**src/sv/bsr_ram.sv**
```systemverilog
// ============================================================================
// Bank-switched RAM storage array
// Synchronous single-write, single-read memory with a registered read word.
// ============================================================================
`default_nettype none

module bsr_ram #(
    parameter int ADDR_BITS = 4,
    parameter int DEPTH     = 16,
    parameter int WIDTH     = 8
) (
    input  wire logic                 clk,
    input  wire logic                 we,
    input  wire logic [ADDR_BITS-1:0] waddr,
    input  wire logic [WIDTH-1:0]     wdata,
    input  wire logic [ADDR_BITS-1:0] raddr,
    output logic      [WIDTH-1:0]     rdata
);

    logic [WIDTH-1:0] mem [DEPTH];

    always_ff @(posedge clk)
    begin
        if (we)
        begin
            mem[waddr] <= wdata;
        end
    end

    always_ff @(posedge clk)
    begin
        rdata <= mem[raddr];
    end

endmodule

`default_nettype wire

```
**config.mk**
```make
export PLATFORM = sky130hd
export DESIGN_NAME = bsr_ram
export DESIGN_NICKNAME = d
export VERILOG_FILES = /design/src/sv/bsr_ram.sv
export SDC_FILE = /design/constraint.sdc
export NUM_CORES = 1
export LEC_CHECK = 0
export ABC_CLOCK_PERIOD_IN_PS = 1900
export BUFFER_PORTS_ARGS = -buffer_cell sky130_fd_sc_hd__buf_2
export CELL_PAD_IN_SITES_DETAIL_PLACEMENT = 1
export CELL_PAD_IN_SITES_GLOBAL_PLACEMENT = 1
export CORE_ASPECT_RATIO = 0.7
export CORE_MARGIN = 2
export CORE_UTILIZATION = 53
export CTS_CLUSTER_SIZE = 10
export DETAILED_ROUTE_END_ITERATION = 10
export GPL_TIMING_DRIVEN = 0
export PLACE_DENSITY_LB_ADDON = 0.1
export SLEW_MARGIN = 10
export SYNTH_ARGS = -nofsm -noshare
export SYNTH_HDL_FRONTEND = slang
export SYNTH_SLANG_ARGS = --single-unit
export TNS_END_PERCENT = 20
```
**constraint.sdc**
```tcl
create_clock -name clk -period 1.9 [get_ports clk]
set_input_delay 0.19 -clock clk [delete_from_list [all_inputs] [get_ports clk]]
set_output_delay 0.19 -clock clk [all_outputs]
set_load 0.005 [all_outputs]
```
**After elaboration in Yosys (flattened, before gate mapping)**

Memory sizes are Yosys's and may differ from the RTL's. A register that Yosys moved wholly into a read port is not among the register bits.
Cells that the tools add are included.

- Flip-flop bits (word level): 0
- Bits in writable memories: 128
- Input bits: 18
- Logic and storage cells: 3
- Memories: 1

- Multiplexer cells: 2

Memory list:

| memory | words | bits a word | rd ports | clocked after memory_dff | wr ports | RTL line | text |
|---|---|---|---|---|---|---|---|
| mem | 16 | 8 | 1 | 1 | 1 | 20 | `logic [WIDTH-1:0] mem [DEPTH];` |

Operator list:

| cell | number |
|---|---|
| 1-bit 2-to-1 mux | 2 |

**Depth between registers and ports, before layout**

- Word-level depth: 2
- Mapped depth: 5

**Least setup slack after synthesis**

No wires, ideal clock.

- Path type: input port to flip-flop
- Start: in waddr[2]
- End: mem mem[0][0] (enable)
- Setup time: 0.383 ns
- Arrival: 1.300 ns
- Setup slack: 0.217 ns
- Stages: 2
- Buffers on the path: 0
- Cells stage by stage: or3b_2 > nor3_1

RTL lines:

| element | RTL line | text |
|---|---|---|
| from (decl) | 14 | `input wire logic [ADDR_BITS-1:0] waddr,` |
| to (decl) | 20 |  |

Straight into the memory's write port.

**Worst setup path in the final report**

- Start: in waddr[2]
- End: mem mem[2][4] (enable)

Straight into the memory's write port.

==> flow_metrics.py <==
metrics = {
    "power": {
        "power.density_cell_area_nw_per_um2": 1180,
        "leakage_nw": 2.03,
        "vdd_drop_max_v": 0.000803,
    },
    "floorplanning": {
        "fp-row-count": 30,
        "die_area_sq_um": 10500,
        "pin_count": 26,
        "initial_core_util": 0.538,
        "placeableCoreArea_sq_um": 9570,
        "die_height_um": 86.5,
        "die_w_um": 122,
    },
    "synth": {
        "syn-mean-instance-area_sq_um": 22.5,
        "synthesis.yosys.warnings": 0,
        "post_synth_num_cell_types": 19,
        "synth.area.top_cells": "sky130_fd_sc_hd__edfxtp_1 (75%), sky130_fd_sc_hd__mux4_2 (7.9%), sky130_fd_sc_hd__mux4_1 (7.1%)",
        "synth_register_bits": 136,
        "mappedNetlistArea_sq_um": 5150,
        "synthesis.instances": 229,
        "synthesis.nets": 247,
        "synthDominantAreaCellType": "sky130_fd_sc_hd__edfxtp_1",
        "netlist.area_leader.share": 0.747,
        "seq_area_frac_synth": 0.778,
    },
    "clocking": {
        "clkSlewWorstSetupHoldPaths_ps": 60,
        "post_cts_resize_count": 0,
        "numCtsBuffers": 17,
        "cts.hold.buffers_added": 0,
        "clock_path_buffers": 2,
        "root_buffer": "sky130_fd_sc_hd__clkbuf_16",
        "cts.sinks": 136,
        "postCtsSetupRepairBufs": 0,
        "cts_htree_levels": 4,
        "tritoncts_clock_tree": "built",
        "worstSkewPairLatency_ps": 410,
    },
    "worst_hold_path": {
        "timing.hold.worst.start": "wdata[5]",
        "hold_path_class": "in -> reg",
        "hold_depth": 1,
    },
    "global_routing": {
        "grt_start_max_net_pins": 17,
        "first_global_vias": 2483,
        "grt_pass1_wl_mm": 16.3,
        "grt_antenna_before_repair": 0,
        "track_usage": 0.232,
        "global_route.overflow_total": 0,
    },
    "timing": {
        "timing_worst_slew_pin_value_ps": 1220,
        "drv_slew": 0,
        "timing.final.crit_share": 0.801,
        "timing.fmax_mhz": 657,
        "finalSetupViolCount": 0,
        "max-slew-margin-rel": 0.179,
        "final.min_clock_period_ps": 1520,
        "timing_hold_violations_final": 0,
        "worst_clock_skew_ps": 6.39,
        "grt_setup_unrepaired": "no",
        "fin_setup_tns_ps": 0,
    },
    "route": {
        "route.detailed.vias_per_inst": 5.97,
        "drc": 0,
        "routed_wl_mm": 11.0,
        "wl_per_cell_um": 26.7,
        "postRouteAntennaNets": 0,
        "via_count": 2465,
        "drt_first_pass_iters": 4,
        "drt_iter0_markers": 230,
    },
    "setup_path": {
        "start_kind": "input pin",
        "cp-startpoint": "waddr[2]",
        "worstPathArrival_ps": 1550,
        "cp_endpoint_kind": "flop",
        "worst_r2r_startpoint": "mem[5][2]$_DFFE_PP_",
        "worst_r2r_path_depth": 3,
        "worst-path-max-fanout": 8,
        "crit_required_ps": 1930,
        "criticalPathCategory": "in -> reg",
    },
    "placement": {
        "dpl-instance-area_sq_um": 5440,
        "dp.final_hpwl_mm": 6.84,
        "gp_congestion": 0.726,
        "port-buffer-count": 24,
    },
    "cells_and_area": {
        "final_cell_mix": "sky130_fd_sc_hd__edfxtp_1 (128), sky130_fd_sc_hd__buf_2 (27), sky130_fd_sc_hd__mux4_2 (18)",
        "fin_nets": 290,
        "final_layout_size_suffix_gt1_frac": 0.302,
        "postLayoutCellArea_sq_um": 6060,
        "layout.cells.most_common": "sky130_fd_sc_hd__edfxtp_1",
        "syn2layout_area_growth_pct": 17.8,
        "finish.utilization": 0.633,
        "diodes_inserted": 0,
        "fill_cells": 790,
    },
    "outcome": {
        "result_of_the_run": "completed",
    },
    "run": {
        "max_cap_violations": 0,
    },
}
[per-stage QoR]
stage / cells / hold slack, ps / power (mW) / worst slack [ps]
5_1_grt: 413 / 177 / 7.32 / 341
6_report: 413 / 175 / 7.14 / 378
2_1_floorplan: 229 / 289 / 3.60 / 217
3_5_place_dp: 381 / 566 / 3.76 / -61.2
4_1_cts: 413 / 164 / 7.19 / 371
3_3_place_gp: 381 / 568 / 3.75 / -384
[cell type report]
type                       instances  area (sq um)  share of cell area
sequential                       136          4000               0.660
tap                              128           160              0.0264
buffer                            10          86.3              0.0142
multi-input combinational         83          1070               0.177
timing repair buffer              24           120              0.0198
clock inverter                    13           178              0.0293
clock buffer                      19           443              0.0730
[routing by layer]
metal / up-vias / global-route usage / routed length, um
met5: - / 0 / 0
met4: 0 / 0.0731 / 130
met3: 14 / 0.0678 / 691
met2: 87 / 0.331 / 5170
met1: 1301 / 0.350 / 5010
li1: 1063 / - / -
[state kept, by name, indices dropped and copies added (netlist names)]
name,flops
rdata,8
mem,128
[cells in the mapped netlist]
master,count
sky130_fd_sc_hd__a22oi_1,16
sky130_fd_sc_hd__and2_1,1
sky130_fd_sc_hd__and2b_1,1
sky130_fd_sc_hd__buf_2,3
sky130_fd_sc_hd__buf_4,1
sky130_fd_sc_hd__buf_6,3
sky130_fd_sc_hd__clkdlybuf4s25_2,3
sky130_fd_sc_hd__dfxtp_1,8
sky130_fd_sc_hd__edfxtp_1,128
sky130_fd_sc_hd__mux4_1,14
sky130_fd_sc_hd__mux4_2,18
sky130_fd_sc_hd__nand2_1,9
sky130_fd_sc_hd__nand2b_1,2
sky130_fd_sc_hd__nand3_1,1
sky130_fd_sc_hd__nand3b_1,2
sky130_fd_sc_hd__nor2_1,13
sky130_fd_sc_hd__nor2b_1,1
sky130_fd_sc_hd__nor3_1,4
sky130_fd_sc_hd__or3b_2,1
[cell families after synthesis]
kind of cell,Yosys count,synth area share
mux,32,0.150
buf+inv,10,0.0168
flops,136,0.778
compound gates,16,0.0233
simple gates,35,0.0318
[report_power, final]
group          internal (mW)  total [mW]  switching, mW
registers               3.36        3.37         0.0176
logic                  0.133       0.331          0.197
clock network           2.22        3.43           1.22
[final timing paths]
path | endpoint | slack (ps)
worst max register to register | rdata[2]$_DFF_P_ | 440
worst min register to register | rdata[1]$_DFF_P_ | 700
worst max-delay path | mem[2][4]$_DFFE_PP_ | 380
worst min-delay path | mem[9][5]$_DFFE_PP_ | 180
[critical path, stage by stage]
cell                     delay, ps
sky130_fd_sc_hd__buf_2         120
sky130_fd_sc_hd__or3b_2        530
sky130_fd_sc_hd__nor2_1        710
Note: power is estimated with default switching activity, not from simulation.
