$ cat src/sv/bsr_pkg.sv
// ============================================================================
// Bank-switched RAM package
// Field widths, operation codes and sequencer types shared by the core.
// ============================================================================
`default_nettype none

package bsr_pkg;

    localparam int ADDR_W = 16;
    localparam int DATA_W = 8;
    localparam int OFS_W  = 17;

    typedef enum logic [1:0] {
        OP_READ  = 2'd0,
        OP_WRITE = 2'd1,
        OP_MAP   = 2'd2
    } op_t;

    typedef enum logic [1:0] {
        SEQ_CLEAR = 2'd0,
        SEQ_IDLE  = 2'd1,
        SEQ_MAP   = 2'd2
    } seq_state_t;

    typedef struct packed {
        logic busy;
        logic tbl_we;
    } seq_ctrl_t;

endpackage

`default_nettype wire

$ cat src/sv/bsr_map_seq.sv
// ============================================================================
// Bank-switched RAM map sequencer
// Clears the offset table after reset and walks block ranges for map words,
// writing one table entry per cycle.
// ============================================================================
`default_nettype none

module bsr_map_seq #(
    parameter int TABLE_BITS = 4,
    parameter int IDX_W      = 4
) (
    input  wire logic                         clk,
    input  wire logic                         rst_n,
    input  wire logic                         map_go,
    input  wire logic [IDX_W-1:0]             first_idx,
    input  wire logic [IDX_W-1:0]             last_idx,
    input  wire logic [bsr_pkg::OFS_W-1:0]    ofs,
    output bsr_pkg::seq_ctrl_t                ctrl,
    output logic      [IDX_W-1:0]             waddr,
    output logic      [bsr_pkg::OFS_W-1:0]    wdata
);

    localparam logic [IDX_W-1:0] TABLE_LAST = IDX_W'((1 << TABLE_BITS) - 1);

    bsr_pkg::seq_state_t           state_reg;
    bsr_pkg::seq_state_t           state_next;
    logic [IDX_W-1:0]              cnt_reg;
    logic [IDX_W-1:0]              cnt_next;
    logic [IDX_W-1:0]              last_reg;
    logic [bsr_pkg::OFS_W-1:0]     ofs_reg;
    logic                          load;

    always_ff @(posedge clk or negedge rst_n)
    begin
        if (!rst_n)
        begin
            state_reg <= bsr_pkg::SEQ_CLEAR;
            cnt_reg   <= '0;
        end
        else
        begin
            state_reg <= state_next;
            cnt_reg   <= cnt_next;
        end
    end

    always_ff @(posedge clk)
    begin
        if (load)
        begin
            last_reg <= last_idx;
            ofs_reg  <= ofs;
        end
    end

    always_comb
    begin
        state_next  = state_reg;
        cnt_next    = cnt_reg;
        load        = 1'b0;
        ctrl.busy   = 1'b1;
        ctrl.tbl_we = 1'b0;
        waddr       = cnt_reg;
        wdata       = '0;
        unique case (state_reg)
            bsr_pkg::SEQ_CLEAR:
            begin
                ctrl.tbl_we = 1'b1;
                if (cnt_reg == TABLE_LAST)
                begin
                    state_next = bsr_pkg::SEQ_IDLE;
                    cnt_next   = '0;
                end
                else
                begin
                    cnt_next = cnt_reg + 1'b1;
                end
            end
            bsr_pkg::SEQ_IDLE:
            begin
                ctrl.busy = 1'b0;
                if (map_go && (first_idx <= last_idx))
                begin
                    state_next = bsr_pkg::SEQ_MAP;
                    cnt_next   = first_idx;
                    load       = 1'b1;
                end
            end
            bsr_pkg::SEQ_MAP:
            begin
                ctrl.tbl_we = 1'b1;
                wdata       = ofs_reg;
                if (cnt_reg == last_reg)
                begin
                    state_next = bsr_pkg::SEQ_IDLE;
                end
                else
                begin
                    cnt_next = cnt_reg + 1'b1;
                end
            end
            default:
            begin
                state_next = bsr_pkg::SEQ_CLEAR;
                cnt_next   = '0;
            end
        endcase
    end

endmodule

`default_nettype wire

$ cat config.mk
export PLATFORM = sky130hd
export DESIGN_NAME = bsr_map_seq
export DESIGN_NICKNAME = d
export VERILOG_FILES = /design/src/sv/bsr_pkg.sv /design/src/sv/bsr_map_seq.sv
export SDC_FILE = /design/constraint.sdc
export NUM_CORES = 1
export LEC_CHECK = 0
export BUFFER_PORTS_ARGS = -buffer_cell sky130_fd_sc_hd__buf_4
export CORE_MARGIN = 3
export CORE_UTILIZATION = 24
export DETAILED_ROUTE_END_ITERATION = 8
export PLACE_DENSITY = 0.44
export SLEW_MARGIN = 20
export SYNTH_ARGS = -nofsm -noshare
export SYNTH_HDL_FRONTEND = slang
export SYNTH_SLANG_ARGS = --single-unit
$ cat constraint.sdc
create_clock -name clk -period 4.8 [get_ports clk]
set_input_delay 0.96 -clock clk [delete_from_list [all_inputs] [get_ports clk]]
set_output_delay 0.96 -clock clk [all_outputs]
set_load 0.02 [all_outputs]
* After elaboration in Yosys (flattened, before gate mapping)
Cells that the tools add are included. Widths: inputs -> output; s select.
Storage, ports and cells: output and inout port bits 23, register bits after elaboration 27, bits of input ports 28, word-level logic and storage cells 32
Cells by class: multiplexer cells 13, $lt $le $gt $ge 1, reduce and logical (&&, ||, !) cells 5, equal/unequal tests 8, add/sub/neg operators 1
Operators by type and width (count):
- $mux 17 | 1
- $mux 4 | 3
- $pmux 4 s3 | 1
- $ne 2x2->1 const B | 4
- $mux 2 | 3
- $pmux 2 s3 | 1
- $add 4x1->4 const B | 1
- $eq 4x4->1 | 1
- $eq 4x4->1 const B | 1
- $le 4x4->1 | 1
- $mux 1 | 4
- $reduce_and 3->1 | 1
- $eq 2x1->1 const B | 1
- $eq 2x2->1 const B | 1
- $logic_not 2->1 | 1
- $reduce_and 2->1 | 1
- $reduce_or 2->1 | 1
- $logic_and 1x1->1 | 1

* Longest topological paths before layout
Gate-level depths: netlist of the first run.
word-level depth 4, gate-level depth with buffers 7, mapped depth without buffers 7

* Least setup slack after synthesis of the first run
Ideal clock, no wire load.
path type input -> register, start in last_idx[1], end reg last_reg[0] (enable), slack 1713 ps, required time 4401 ps, stages on the path 7, library setup time 399 ps, path buffers 0, arrival 2688 ps, cells stage by stage inv_1 > ha_1 > nor2b_1 > o211a_1 > nor2b_1 > o21ai_0 > nor2_1
Between the ends: word-level cells in the longest chain between the ends 4
RTL lines:
- from (decl) | line bsr_map_seq.sv:16 | input wire logic [IDX_W-1:0] last_idx,
- $le 4x4->1 | line bsr_map_seq.sv:82 | if (map_go && (first_idx <= last_idx))
- $logic_and 1x1->1 | line bsr_map_seq.sv:82
- $mux 1 | line bsr_map_seq.sv:82
- $mux 1 | line bsr_map_seq.sv:65 | unique case (state_reg)
- named net load | line bsr_map_seq.sv:31 | logic load;
- to (signal assigned) | line bsr_map_seq.sv:51 | last_reg <= last_idx;
- to (decl) | line bsr_map_seq.sv:29 | logic [IDX_W-1:0] last_reg;
The timed path passes the listed nets, and every way through them passes these cells. A chain may end at the register's enable or synchronous reset.

* Worst setup path after layout of the first run
start in first_idx[1], end reg ofs_reg[5] in the netlist's numbering (enable)
Between the ends: word-level cells in the longest chain between the ends 4
RTL lines:
- from (decl) | line bsr_map_seq.sv:15 | input wire logic [IDX_W-1:0] first_idx,
- $le 4x4->1 | line bsr_map_seq.sv:82
- $logic_and 1x1->1 | line bsr_map_seq.sv:82
- $mux 1 | line bsr_map_seq.sv:82
- $mux 1 | line bsr_map_seq.sv:65
- named net load | line bsr_map_seq.sv:31
- to (signal assigned) | line bsr_map_seq.sv:52 | ofs_reg <= ofs;
- to (decl) | line bsr_map_seq.sv:30 | logic [bsr_pkg::OFS_W-1:0] ofs_reg;
The timed path passes the listed nets, and every way through them passes these cells.

==> out/qor.txt, run 1 <==
Fmax achieved - 0.3538 GHz
Post-Syn Area - 1254 µm²
min-delay worst type - input port to async pin
drt initial violations - 27
clk_lat worst skew - 260 ps
CTS tree - done
PwrDens - 478.3 nW/µm²
Inserted Clock Buffers - 3
residual DRC count - 0
Die W - 78.28 µm
Crit Path Class - input port to flop
chip height - 78.28 µm
post-synth top area cell - edfxtp_1
number of antenna violations at the first check in global routing - 0
Final Max Tran Viols - 0
average vias per placed instance - 4.151
Area contributors post-synth - edfxtp_1, dfrtp_1, and2_1
Initial Util - 25.69%
Primary FF master, synth - edfxtp_1
Netlist cell types - 28
Slew @ Worst Pin - 968.1 ps
Post-CTS Resized - 0
die area - 6127 µm²
Final nets - 185
placer congestion estimate - 0.7912
Placeable Area - 4880 µm²
WP data arrival - 2720 ps
Tcrit/Tclk final - 58.89%
fin cells - 218
io pins - 51
FP Rows - 25
status - completed
H-tree depth reported by CTS - 1
Worst setup EP type - flop
Synth Register Bits - 27
CP Data Required Time - 4690 ps
RSZ-0062 raised after global routing - false
Post-DRT Antenna Nets - 0
largest net degree at the start of global routing - 22
max cap viols - 0
WL/cell - 12.68 µm
vias in the first global route - 912
DRT Wirelength - 2.764 mm
number of flops mapped to enable cells by yosys - 21
clk slew on worst S/H paths - 80 ps
area delta synth->final - 40.12%
Fin. Hold Viols - 0
VDD IR max - 0.0002138 V
worst slew margin relative to its limit - 35.39%
Diodes inserted - 0
DP HPWL - 2.274 mm
register area share after synthesis - 62.28%
IO Port Bufs - 50
fin crit period - 2827 ps
crit-path max FO - 21
GRT Util Overall - 8.960%
Synth top area share - 50.30%
Post CTS Setup Buffer Count - 0
drt first pass iters - 4
synthesized area per cell - 12.79 µm²
asr flop ratio synth - 22.22%
synth warn - 0
Fill cells - 512
GR Overflow Total - 0
DR vias - 905
Clk Tree Root Cell - clkbuf_8
first-pass GRT wire length - 4.388 mm
Sink Count - 27
CP Launch Type - input port
CTS Buffer Depth - 2
Worst Skew - 1.011 ps
setup_tns - 0 ps
Static Leakage - 0.0007632 µW
max reg flops - 17
# hold bufs at CTS - 0
most common cell in the netlist - edfxtp_1
proportion of layout cells with a drive suffix above 1 - 39.07%
Syn Nets - 131
placed cell count - 214
Gate Count Post-Synth - 98
Post-synth top cells - edfxtp_1, and2_1, dfrtp_1
final number of setup-violating endpoints - 0
==> path summary, 6_finish.rpt <==
kind / start / to / slack (ps) / depth (start not counted)
max: first_idx[1] / ofs_reg[5]$_DFFE_PP_ / 1970 / 7
min: rst_n / waddr[0]$_DFFE_PN0P_ / 490 / 1
max reg2reg: state_reg[0]$_DFFE_PN0P_ / ofs_reg[5]$_DFFE_PP_ / 2880 / 4
min reg2reg: waddr[1]$_DFFE_PN0P_ / waddr[1]$_DFFE_PN0P_ / 670 / 1
max in group asynchronous: rst_n / state_reg[0]$_DFFE_PN0P_ / 4200 / 1
min in group clk: waddr[1]$_DFFE_PN0P_ / waddr[1]$_DFFE_PN0P_ / 670 / 1
==> stage by stage <==
stage | hold WS (ps) | total power (µW) | instance area (µm²) | utilization [%] | worst slack (ps)
5_1_grt | 474.0 | 904.4 | 1757 | 36.00 | 1850
3_5_place_dp | 644.8 | 729.2 | 1712 | 35.08 | 1662
4_1_cts | 482.4 | 853.6 | 1757 | 36.00 | 1945
3_3_place_gp | 636.4 | 726.9 | 1712 | 35.08 | 1703
2_1_floorplan | 585.5 | 571.4 | 1254 | - | 1713
6_report | 488.0 | 840.3 | 1757 | 36.00 | 1973
==> final cells by class <==
cell class                 instances  area (µm²)  share of cell area (%)
inverter                           7       26.28                   1.496
timing repair buffer              50       375.4                   21.37
sequential                        27       780.7                   44.44
clock buffer                       4       45.04                   2.564
tap                               67       83.83                   4.772
multi-input combinational         63       445.4                   25.36
==> power by group <==
group	internal [µW]	switching [µW]	total [µW]
sequential	297	49.9	347
clock	59.2	61.6	121
combinational	168	205	372
==> cell usage in the layout, fill, tap and decap left out, types with 2 or more instances in the layout <==
cell,netlist,routed
buf_4,0,50
edfxtp_1,21,21
and2_1,17,17
dfrtp_1,6,6
inv_1,5,5
o21ai_0,5,5
xor2_1,5,5
nand2_1,5,5
ha_1,5,5
a21oi_1,3,3
mux2_1,3,3
clkbuf_8,0,3
inv_2,2,2
nor2_2,1,2
nor2b_1,2,2
o22ai_1,2,2
nand3_1,2,2
o21ai_1,2,2
==> worst max-delay path, cell delays in order <==
cell and delay (ps):
buf_4 110, ha_1 290, nor2b_1 130, o211a_1 220
nor2b_1 100, o21ai_0 130, nor2_2 760
==> per-layer routing <==
| metal | global-route usage, % | wire length, µm | vias to the layer above |
|---|---|---|---|
| met5 | 0 | 0 | - |
| met4 | 4.021 | 33 | 0 |
| met3 | 3.211 | 317 | 4 |
| met2 | 12.33 | 1120 | 49 |
| met1 | 12.49 | 1293 | 400 |
| li1 | - | - | 452 |
==> cell families (layout without fill, tap and decap cells) <==
group	count (synthesis)	after routing	synth area share, %
DFF	27	27	62.27
and+or+nand+nor	33	33	15.97
adders and majority gates	5	5	4.990
buffers and inverters	8	61	2.395
AOI/OAI and AO/OA	17	17	8.184
xor gates and xnor gates	5	5	3.493
muxes	3	3	2.694
(Power assumes the default switching activity.)
==> inputs of run 2 (changes only) <==
--- a/config.mk
+++ b/config.mk
@@ -9,7 +9,7 @@
 export CORE_MARGIN = 3
 export CORE_UTILIZATION = 24
 export DETAILED_ROUTE_END_ITERATION = 8
-export PLACE_DENSITY = 0.44
+export PLACE_DENSITY = 0.45
 export SLEW_MARGIN = 20
 export SYNTH_ARGS = -nofsm -noshare
 export SYNTH_HDL_FRONTEND = slang
==> constraint.sdc (replaced) <==
create_clock -name clk -period 2.3 [get_ports clk]
set_input_delay 0.46 -clock clk [delete_from_list [all_inputs] [get_ports clk]]
set_output_delay 0.46 -clock clk [all_outputs]
set_load 0.02 [all_outputs]
==> out/qor.txt, run 2 (synthesized netlist as in run 1, its figures left out) <==
max cap viols - 0 (unchanged)
Worst Skew - 3.544 ps (+2.534 ps)
fin util - 36.64% (+0.64 points)
Hold Path End - ofs_reg[2]$_DFFE_PP_
area delta synth->final - 42.61%
IO Port Bufs - 50 (unchanged)
setup ws final - 342.0 ps (-1631 ps)
DP HPWL - 2.249 mm (-1.1%)
worst slew margin relative to its limit - 73.67% (+38 points)
CTS Buffer Depth - 2 (unchanged)
Critical R2R Capture - waddr[1]$_DFFE_PN0P_
Slew @ Worst Pin - 394.9 ps (-573.2 ps)
chip height - 78.28 µm (unchanged)
Crit Path Class - flop to output port
Area after DPL - 1732 µm² (+1.2%)
most common cell after layout, fill and taps aside - buf_4
first-pass GRT wire length - 4.623 mm (+5.4%)
DR vias - 918 (+1.4%)
crit-path max FO - 18 (-14%)
proportion of layout cells with a drive suffix above 1 - 39.87% (+0.80 points)
CP peak stage delay - 460 ps (-300 ps)
WL/cell - 12.60 µm (-0.66%)
pre-CTS setup slack - 182.2 ps (-1480 ps)
Hold Slack - 370.2 ps (-117.8 ps)
commonest cells after routing, fill and taps aside - buf_4, edfxtp_1, and2_1
Sink Count - 27 (unchanged)
Inserted Clock Buffers - 3 (unchanged)
Final nets - 187 (+1.1%)
Hold Crit Depth - 1
switch share - 37.63% (about the same)
largest delay contributor family on the critical path - simple AND/OR/NAND/NOR gates
largest net degree at the start of global routing - 22 (unchanged)
P_sw - 663.9 µW (+110%)
max reg flops - 17 (unchanged)
fin area - 1788 µm² (+1.8%)
setup_tns - 0 ps (unchanged)
buffers and inverters on the worst path - 1 (unchanged)
die area - 6127 µm² (unchanged)
residual DRC count - 0 (unchanged)
number of antenna violations at the first check in global routing - 0 (unchanged)
Seq pwr share - 41.0% (-0.3 points)
CP Data Required Time - 1840 ps (-2850 ps)
CP Cell Sequence - and2b_1, and2_1, buf_4
share of total power in combinational logic - 44.4% (about the same)
GR Overflow Total - 0 (unchanged)
GRT Util Overall - 9.418% (+0.46 points)
min-delay worst type - input port to flop
Fin. Hold Viols - 0 (unchanged)
Fmax achieved - 0.5107 GHz
Clock Power Share - 14.5% (about the same)
clk_lat worst skew - 260 ps (about the same)
VDD IR max - 0.0004835 V (+130%)
Die W - 78.28 µm (unchanged)
Post-DRT Antenna Nets - 0 (unchanged)
average vias per placed instance - 4.173 (+0.51%)
worst reg2reg path startpoint - waddr[1]$_DFFE_PN0P_
WP data arrival - 1500 ps (-1220 ps)
CTS tree - done
io pins - 51 (unchanged)
Clk Tree Root Cell - clkbuf_8
FP Rows - 25 (unchanged)
HP Start - ofs[2]
H-tree depth reported by CTS - 1 (unchanged)
Final Max Tran Viols - 0 (unchanged)
clk slew on worst S/H paths - 90 ps (about the same)
CP Launch Type - flop
drt first pass iters - 4 (unchanged)
Fill cells - 508 (-0.78%)
Initial Util - 25.69% (unchanged)
DRT Wirelength - 2.771 mm (+0.25%)
RSZ-0062 raised after global routing - false
Static Leakage - 0.0007784 µW (+2.0%)
CP max-delay cell - and2b_1
fin crit period - 1958 ps
R2R depth - 5 (+1)
status - completed
R2R setup slack - 520 ps (-2360 ps)
Diodes inserted - 0 (unchanged)
final number of setup-violating endpoints - 0 (unchanged)
Worst setup EP type - output port
PwrDens - 986.6 nW/µm² (+110%)
placer congestion estimate - 0.8116 (+2.6%)
P_int - 1100 µW (+110%)
vias in the first global route - 991 (+8.7%)
Tcrit/Tclk final - 85.13%
drt initial violations - 42 (+56%)
Placeable Area - 4880 µm² (unchanged)
[run 2: how the worst max path moves through the flow]
stage	end	slack, ps	from	cells after the start
final	wdata[1]	340	state_reg[0]$_DFFE_PN0P_	3
after global routing	wdata[13]	180	state_reg[0]$_DFFE_PN0P_	3
after CTS	wdata[1]	270	state_reg[0]$_DFFE_PN0P_	3
after detailed placement	ofs_reg[2]$_DFFE_PP_	180	first_idx[1]	8
after global placement	ofs_reg[1]$_DFFE_PP_	220	first_idx[1]	8
after floorplan	last_reg[0]$_DFFE_PP_	40	last_idx[1]	7
[run 2: stage by stage]
stage / total power, µW / std cells
floorplan: 1194 / 98
global placement: 1534 / 215
detailed placement: 1533 / 215
CTS: 1798 / 220
global route: 1904 / 220
finish: 1764 / 220
[run 2: cell type report]
type	instances	area [µm²]	share of cell area [%]
timing repair buffer	52	405.4	22.67
inverter	7	26.28	1.470
tap	67	83.83	4.689
clock buffer	3	41.29	2.309
clock inverter	1	5.005	0.2799
sequential	27	780.7	43.67
multi-input combinational	63	445.4	24.91
[run 2: power by group through the flow]
stage	registers, µW	logic, µW	clock network, µW
6_report	724	784	256
5_1_grt	738	876	291
4_1_cts	726	802	270
3_5_place_dp	736	797	0
3_3_place_gp	739	794	0
2_1_floorplan	744	450	0
[run 2: repair_timing]
item | in CTS | in global routing
resized for setup | 0 | 0
endpoints found under the hold margin | 6 | 0
hold buffers | 1 | 0
setup buffers | 0 | 0
[run 2: layer usage]
metal  routed length (µm)  vias up  global-route usage [%]
li1                     -      456                       -
met1                 1247      403                   12.98
met2                 1183       57                   14.38
met3                  328        2                   3.096
met4                   11        0                   2.098
met5                    0        -                       0
